===== src/brl_pkg.sv =====
package brl_pkg;

  // Default coordinate width and line queue depth
  localparam int unsigned COORD_BITS_DEF  = 6;
  localparam int unsigned QUEUE_DEPTH_DEF = 2;

  // Walker status seen by the top level
  typedef struct packed {
    logic busy;     // a line is being walked
    logic err_neg;  // error accumulator sign (never set while walking)
  } brl_walk_status_t;

endpackage


===== src/brl_front.sv =====
module brl_front #(
  parameter int unsigned COORD_BITS = brl_pkg::COORD_BITS_DEF
) (
  input  logic                  in_valid,
  output logic                  in_stall,
  input  logic [COORD_BITS-1:0] in_start_x,
  input  logic [COORD_BITS-1:0] in_start_y,
  input  logic [COORD_BITS-1:0] in_end_x,
  input  logic [COORD_BITS-1:0] in_end_y,
  input  logic                  q_full,
  output logic                  q_push,
  output logic                  steep,
  output logic                  minor_down,
  output logic [COORD_BITS-1:0] major_start,
  output logic [COORD_BITS-1:0] major_end,
  output logic [COORD_BITS-1:0] minor_start,
  output logic [COORD_BITS-1:0] delta_major,
  output logic [COORD_BITS-1:0] delta_minor
);

  logic [COORD_BITS-1:0] dx, dy;
  logic [COORD_BITS-1:0] maj0, maj1, min0, min1;
  logic                  swap;

  assign in_stall = q_full;
  assign q_push   = in_valid && !q_full;

  always_comb begin
    dx    = (in_start_x > in_end_x) ? (in_start_x - in_end_x) : (in_end_x - in_start_x);
    dy    = (in_start_y > in_end_y) ? (in_start_y - in_end_y) : (in_end_y - in_start_y);
    steep = dy > dx;
    if (steep) begin
      maj0 = in_start_y; min0 = in_start_x; maj1 = in_end_y; min1 = in_end_x;
    end else begin
      maj0 = in_start_x; min0 = in_start_y; maj1 = in_end_x; min1 = in_end_y;
    end
    // walk always runs toward the higher major coordinate
    swap        = maj0 > maj1;
    major_start = swap ? maj1 : maj0;
    major_end   = swap ? maj0 : maj1;
    minor_start = swap ? min1 : min0;
    delta_major = swap ? (maj0 - maj1) : (maj1 - maj0);
    delta_minor = steep ? dx : dy;
    minor_down  = swap ? !(min1 < min0) : !(min0 < min1);
  end

endmodule


===== src/brl_queue.sv =====
module brl_queue #(
  parameter int unsigned WIDTH = 2,
  parameter int unsigned DEPTH = brl_pkg::QUEUE_DEPTH_DEF
) (
  input  logic             clk,
  input  logic             rst_n,
  input  logic             push,
  input  logic [WIDTH-1:0] push_data,
  output logic             full,
  input  logic             pop,
  output logic             not_empty,
  output logic [WIDTH-1:0] pop_data
);

  localparam int unsigned PTR_W = (DEPTH > 1) ? $clog2(DEPTH) : 1;
  localparam int unsigned CNT_W = $clog2(DEPTH + 1);

  logic [WIDTH-1:0] mem [DEPTH];
  logic [PTR_W-1:0] wr_ptr_r, rd_ptr_r;
  logic [CNT_W-1:0] count_r;
  logic             do_push, do_pop;

  assign full      = count_r == CNT_W'(DEPTH);
  assign not_empty = count_r != '0;
  assign do_push   = push && !full;
  assign do_pop    = pop && not_empty;
  assign pop_data  = mem[rd_ptr_r];

  always_ff @(posedge clk) begin
    if (do_push) begin
      mem[wr_ptr_r] <= push_data;
    end
  end

  always_ff @(posedge clk) begin
    if (!rst_n) begin
      wr_ptr_r <= '0;
      rd_ptr_r <= '0;
      count_r  <= '0;
    end else begin
      if (do_push) begin
        wr_ptr_r <= (wr_ptr_r == PTR_W'(DEPTH - 1)) ? '0 : wr_ptr_r + 1'b1;
      end
      if (do_pop) begin
        rd_ptr_r <= (rd_ptr_r == PTR_W'(DEPTH - 1)) ? '0 : rd_ptr_r + 1'b1;
      end
      if (do_push && !do_pop) begin
        count_r <= count_r + 1'b1;
      end else if (do_pop && !do_push) begin
        count_r <= count_r - 1'b1;
      end
    end
  end

endmodule


===== src/brl_walker.sv =====
module brl_walker #(
  parameter int unsigned COORD_BITS = brl_pkg::COORD_BITS_DEF
) (
  input  logic                      clk,
  input  logic                      rst_n,
  input  logic                      q_not_empty,
  output logic                      q_pop,
  input  logic                      steep,
  input  logic                      minor_down,
  input  logic [COORD_BITS-1:0]     major_start,
  input  logic [COORD_BITS-1:0]     major_end,
  input  logic [COORD_BITS-1:0]     minor_start,
  input  logic [COORD_BITS-1:0]     delta_major,
  input  logic [COORD_BITS-1:0]     delta_minor,
  output logic                      out_valid,
  input  logic                      out_stall,
  output logic [COORD_BITS-1:0]     out_point_x,
  output logic [COORD_BITS-1:0]     out_point_y,
  output logic                      out_last_point,
  output brl_pkg::brl_walk_status_t status
);

  typedef enum logic {ST_IDLE, ST_WALK} state_t;

  state_t                  state_r;
  logic                    out_valid_r;
  logic [COORD_BITS-1:0]   px_r, py_r;
  logic                    last_r;
  logic [COORD_BITS-1:0]   maj_pos_r, maj_end_r, min_pos_r, dmaj_r, dmin_r;
  logic signed [COORD_BITS:0] err_r;
  logic                    steep_r, down_r;

  logic                    can_emit, at_end;
  logic signed [COORD_BITS:0] err_sub, err_nxt;
  logic [COORD_BITS-1:0]   min_nxt;

  assign can_emit = !out_valid_r || !out_stall;
  assign q_pop    = (state_r == ST_IDLE) && q_not_empty;
  assign at_end   = maj_pos_r == maj_end_r;

  always_comb begin
    err_sub = err_r - $signed({1'b0, dmin_r});
    if (err_sub[COORD_BITS]) begin
      err_nxt = err_sub + $signed({1'b0, dmaj_r});
      min_nxt = down_r ? (min_pos_r - 1'b1) : (min_pos_r + 1'b1);
    end else begin
      err_nxt = err_sub;
      min_nxt = min_pos_r;
    end
  end

  always_ff @(posedge clk) begin
    if (!rst_n) begin
      state_r     <= ST_IDLE;
      out_valid_r <= 1'b0;
    end else begin
      if (out_valid_r && !out_stall) begin
        out_valid_r <= 1'b0;
      end
      unique case (state_r)
        ST_IDLE: begin
          if (q_not_empty) begin
            maj_pos_r <= major_start;
            maj_end_r <= major_end;
            min_pos_r <= minor_start;
            dmaj_r    <= delta_major;
            dmin_r    <= delta_minor;
            err_r     <= $signed({2'b00, delta_major[COORD_BITS-1:1]});
            steep_r   <= steep;
            down_r    <= minor_down;
            state_r   <= ST_WALK;
          end
        end
        ST_WALK: begin
          if (can_emit) begin
            out_valid_r <= 1'b1;
            px_r        <= steep_r ? min_pos_r : maj_pos_r;
            py_r        <= steep_r ? maj_pos_r : min_pos_r;
            last_r      <= at_end;
            err_r       <= err_nxt;
            min_pos_r   <= min_nxt;
            if (at_end) begin
              state_r <= ST_IDLE;
            end else begin
              maj_pos_r <= maj_pos_r + 1'b1;
            end
          end
        end
        default: state_r <= ST_IDLE;
      endcase
    end
  end

  assign out_valid      = out_valid_r;
  assign out_point_x    = px_r;
  assign out_point_y    = py_r;
  assign out_last_point = last_r;

  assign status.busy    = state_r == ST_WALK;
  assign status.err_neg = err_r[COORD_BITS];

endmodule


===== src/bresenham_line_rasterizer.sv =====
// Channel  | Direction | Handshake          | Payload
// ---------+-----------+--------------------+-----------------------------------
// in_      | input     | in_valid/in_stall  | start_x, start_y, end_x, end_y
// out_     | output    | out_valid/out_stall| point_x, point_y, last_point
//
// In the walker a line is first loaded from the line queue, then walked at one
// point per cycle while out_stall does not hold the output (up to 64 points at the default width).
// The walker's single point/step loop sets that rate.
// The front classifies one line per cycle and stalls only when the queue is full.
// rst_n is synchronous, active low; it empties the queue and idles the walker.
// out_stall holds the output register and freezes the walk; in_stall follows queue full.
module bresenham_line_rasterizer #(
  parameter int unsigned COORD_BITS  = brl_pkg::COORD_BITS_DEF,
  parameter int unsigned QUEUE_DEPTH = brl_pkg::QUEUE_DEPTH_DEF
) (
  input  logic                  clk,
  input  logic                  rst_n,
  input  logic                  in_valid,
  output logic                  in_stall,
  input  logic [COORD_BITS-1:0] in_start_x,
  input  logic [COORD_BITS-1:0] in_start_y,
  input  logic [COORD_BITS-1:0] in_end_x,
  input  logic [COORD_BITS-1:0] in_end_y,
  output logic                  out_valid,
  input  logic                  out_stall,
  output logic [COORD_BITS-1:0] out_point_x,
  output logic [COORD_BITS-1:0] out_point_y,
  output logic                  out_last_point
);

  // Line descriptor: steep, minor_down, then five coordinate-wide fields
  localparam int unsigned DESC_W = 5 * COORD_BITS + 2;

  logic                  q_full, q_push, q_pop, q_not_empty;
  logic [DESC_W-1:0]     push_desc, pop_desc;

  // front-side descriptor
  logic                  f_steep, f_down;
  logic [COORD_BITS-1:0] f_maj0, f_maj1, f_min0, f_dmaj, f_dmin;

  // back-side descriptor
  logic                  b_steep, b_down;
  logic [COORD_BITS-1:0] b_maj0, b_maj1, b_min0, b_dmaj, b_dmin;

  brl_pkg::brl_walk_status_t walk_status;

  // Front: classify steep/direction, order endpoints, compute deltas
  brl_front #(.COORD_BITS(COORD_BITS)) u_front (
    .in_valid    (in_valid),
    .in_stall    (in_stall),
    .in_start_x  (in_start_x),
    .in_start_y  (in_start_y),
    .in_end_x    (in_end_x),
    .in_end_y    (in_end_y),
    .q_full      (q_full),
    .q_push      (q_push),
    .steep       (f_steep),
    .minor_down  (f_down),
    .major_start (f_maj0),
    .major_end   (f_maj1),
    .minor_start (f_min0),
    .delta_major (f_dmaj),
    .delta_minor (f_dmin)
  );

  assign push_desc = {f_steep, f_down, f_maj0, f_maj1, f_min0, f_dmaj, f_dmin};

  // Short queue of classified lines between front and walker
  brl_queue #(.WIDTH(DESC_W), .DEPTH(QUEUE_DEPTH)) u_queue (
    .clk       (clk),
    .rst_n     (rst_n),
    .push      (q_push),
    .push_data (push_desc),
    .full      (q_full),
    .pop       (q_pop),
    .not_empty (q_not_empty),
    .pop_data  (pop_desc)
  );

  assign {b_steep, b_down, b_maj0, b_maj1, b_min0, b_dmaj, b_dmin} = pop_desc;

  // Back: error-accumulator walk, one point per cycle into the output register while out_stall does not hold it
  brl_walker #(.COORD_BITS(COORD_BITS)) u_walker (
    .clk            (clk),
    .rst_n          (rst_n),
    .q_not_empty    (q_not_empty),
    .q_pop          (q_pop),
    .steep          (b_steep),
    .minor_down     (b_down),
    .major_start    (b_maj0),
    .major_end      (b_maj1),
    .minor_start    (b_min0),
    .delta_major    (b_dmaj),
    .delta_minor    (b_dmin),
    .out_valid      (out_valid),
    .out_stall      (out_stall),
    .out_point_x    (out_point_x),
    .out_point_y    (out_point_y),
    .out_last_point (out_last_point),
    .status         (walk_status)
  );

  // A non-final point leaving means the walker still has the rest of the line,
  // so the next point is ready right behind it.
  a_line_continues: assert property (@(posedge clk) disable iff (!rst_n)
    (out_valid && !out_stall && !out_last_point) |=> out_valid)
    else $error("gap inside a line");

  // Error accumulator stays non-negative between steps of a walk
  a_err_nonneg: assert property (@(posedge clk) disable iff (!rst_n)
    walk_status.busy |-> !walk_status.err_neg)
    else $error("error accumulator negative during walk");

  // A stalled output keeps the walk in progress
  a_stall_holds_walk: assert property (@(posedge clk) disable iff (!rst_n)
    (out_valid && out_stall && walk_status.busy) |=> walk_status.busy)
    else $error("walker advanced under output stall");

endmodule

===== config.mk =====
export PLATFORM = sky130hd
export DESIGN_NAME = bresenham_line_rasterizer
export DESIGN_NICKNAME = d
export VERILOG_FILES = /design/src/brl_pkg.sv /design/src/brl_front.sv /design/src/brl_queue.sv /design/src/brl_walker.sv /design/src/bresenham_line_rasterizer.sv
export SDC_FILE = /design/constraint.sdc
export NUM_CORES = 1
export LEC_CHECK = 0
export ABC_AREA = 1
export BUFFER_PORTS_ARGS = -buffer_cell sky130_fd_sc_hd__buf_2
export CORE_MARGIN = 4
export CORE_UTILIZATION = 50
export CTS_CLUSTER_DIAMETER = 80
export DETAILED_ROUTE_END_ITERATION = 8
export PLACE_DENSITY = 0.74
export SKIP_LAST_GASP = 1
export SLEW_MARGIN = 20
export SYNTH_ARGS = -nofsm -noshare
export SYNTH_HDL_FRONTEND = slang
export SYNTH_HIERARCHICAL = 1
export SYNTH_SLANG_ARGS = --single-unit

===== constraint.sdc =====
create_clock -name clk -period 15.19 [get_ports clk]
set_input_delay 2.2785 -clock clk [delete_from_list [all_inputs] [get_ports clk]]
set_output_delay 2.2785 -clock clk [all_outputs]
set_load 0.005 [all_outputs]

==> results.md <==
* RSZ-0062 raised after global routing: false
* Slew headroom at 0.287
* YS warnings at 6
* Vias per inst at 5.23
* Num CTS Buffers at 17
* Most common cell on crit path: nand2_1
* Cell family with most CP delay: simple AND/OR/NAND/NOR gates
* Layout Skew at 0.00773 ns
* Switching part of the total at 0.436
* Worst path bufs/invs at 4
* Arrival time worst endpoint at 7.29 ns
* Comb pwr share at 0.544
* Die height at 137 um
* Max clock buf depth at 2
* CTS clk-pin slew, worst paths at 0.06 ns
* Setup Buffers After CTS at 0
* Critical path type: input port to flop
* Worst-margin pin slew at 1.07 ns
* Final Util at 0.571
* Slowest-stage cell, CP: nand2_4
* 1st-pass router iterations at 6
* Routed vias at 6082
* H-Tree Level Count at 4
* Layout net count at 1028
* IO Pins at 43
* Synth Instances at 892
* Pwr dens at 259 nW/um2
* Clock Latency Late Sink at 0.40 ns
* Setup_tns at 0 ns
* Max_cap viols at 0
* Worst setup SP type: input port
* # rows at 46
* Final setup viols at 0
* DIE WIDTH at 137 um
* Crit path time final at 7.05 ns
* CTS Root Cell: clkbuf_16
* Internal Power at 0.00134 W
* Worst vdd ir at 0.119 mV
* Routed WL at 17000 um
* CP max FO at 55
* Initial antenna violation count at 0
* Hold Path Class: flop to flop
* Fmax at 0.142 GHz
* GRT overflow at 0
* # hold bufs at CTS at 0
* Switching pwr at 0.00104 W
* Area growth, synth to finish at 10.6%
* HPWL after DPL at 13000 um
* Post-Syn Area per Cell at 9.32 um2
* CTS resizes at 0
* WL per Instance at 14.6 um
* CP peak stage delay at 0.45 ns
* GPL Wtd Cong at 0.912
* CTS tree: done
* First-pass GRT wire length at 28300 um
* Largest net degree at the start of global routing at 56
* Core area at 16100 um2
* Die area at 18800 um2
* Final Max Tran Viols at 0
* Synthesized area at 8320 um2
* Share of cells above drive strength 1 at 0.192
* DRC viols at 0
* Final worst-path cycle share at 0.464
* Initial cell density of the core at 0.516
* DRT antenna net count at 0
* Clk sink count at 123
* P_leak at 4.22 nW
* Clock share of power at 0.161
* Fin. Hold Viols at 0
* Total GRT Usage at 0.192
* Status: finished, final reports clean
* CP required at 15.43 ns
* Mapped Nets at 986
* DRT iter0 DRCs at 388
* Reg power frac at 0.295
* Crit end category: flop
* Ant diodes at 0
* Number of port buffers at 42
* Vias in the first global route at 5816
## power by group through the flow
stage	sequential, W	combinational [W]	clock (W)
3_3_place_gp	0.000702	0.00125	0
2_1_floorplan	0.000672	0.00111	0
5_1_grt	0.000717	0.00146	0.000409
4_1_cts	0.000702	0.00129	0.000392
6_report	0.000701	0.00129	0.000384
3_5_place_dp	0.000708	0.00128	0
## metrics by stage
| stage | power, W | area [um2] | setup slack [ns] | instances | hold WS (ns) |
|---|---|---|---|---|---|
| final | 0.00238 | 9200 | 8.14 | 1163 | 0.500 |
| after global routing | 0.00259 | 9200 | 7.67 | 1163 | 0.526 |
| after CTS | 0.00239 | 9200 | 8.22 | 1163 | 0.497 |
| after detailed placement | 0.00199 | 8620 | 7.84 | 1131 | 0.488 |
| after global placement | 0.00195 | 8620 | 7.98 | 1131 | 0.474 |
| after floorplan | 0.00178 | 8320 | 8.67 | 892 | 0.467 |
## final cells by class
class	count	area, um2
clock buffers	17	425
clock inverters	15	151
fillers	1352	6920
inverters	117	439
multi-input cells	630	4050
flip-flops and latches	123	3620
well taps	216	270
repair buffers	45	233
## tightest hold or removal path, cell delays in order (launching register included)
cell and delay, ns:
dfxtp_1 0.31, nand2_1 0.09, nand2_1 0.06
## state kept, by name, summed over array words and instances, names as in the netlist, named ones only
signal,cells
u_queue/mem,64
u_walker/err_r,7
u_walker/dmaj_r,6
u_walker/dmin_r,6
u_walker/maj_end_r,6
u_walker/maj_pos_r,6
u_walker/min_pos_r,6
u_walker/out_point_x,6
u_walker/out_point_y,6
u_queue/count_r,2
u_queue/rd_ptr_r,1
u_queue/wr_ptr_r,1
u_walker/down_r,1
u_walker/out_last_point,1
u_walker/out_valid,1
u_walker/state_r,1
u_walker/steep_r,1
## layout by cell type (no fill, tap or decap), types with 3 or more instances in the layout
cell type,n
nand2_1,235
edfxtp_1,116
inv_1,113
ha_1,59
nand3_1,57
o21ai_0,49
buf_2,42
a21oi_1,38
nor2_1,30
mux2_4,30
nand2_2,26
o21ai_2,23
clkbuf_16,17
xor2_1,16
xnor2_1,9
clkinvlp_4,7
fa_1,7
nand4_1,7
dfxtp_1,6
nor2_2,4
inv_2,4
nor2_4,3
nand2_4,3
nor3_1,3
mux2_2,3
o21bai_1,3
nand3_2,3
o21a_1,3
buf_4,3
o21ai_1,3
## path summary, 6_finish.rpt
path	startpoint	endpoint	slack, ns	cells after the start
worst max register to register	u_queue/count_r[0]$_SDFFE_PN0P_	u_walker/min_pos_r[0]$_DFFE_PP_	12.55	10
worst min-delay path	u_walker/state_r$_SDFF_PN0_	u_walker/out_valid$_SDFF_PN0_	0.50	2
worst min register to register	u_walker/state_r$_SDFF_PN0_	u_walker/out_valid$_SDFF_PN0_	0.50	2
worst max-delay path	in_start_y[0]	u_queue/mem[0][18]$_DFFE_PP_	8.14	27
## layer usage
metal | global-route usage | vias up | routed length [um]
met1 | 0.257 | 2822 | 7840
met5 | 0 | - | 0
met3 | 0.0368 | 25 | 827
met2 | 0.317 | 169 | 8070
li1 | - | 3066 | -
met4 | 0.0554 | 0 | 267
Power figures use the tool's default switching activity.
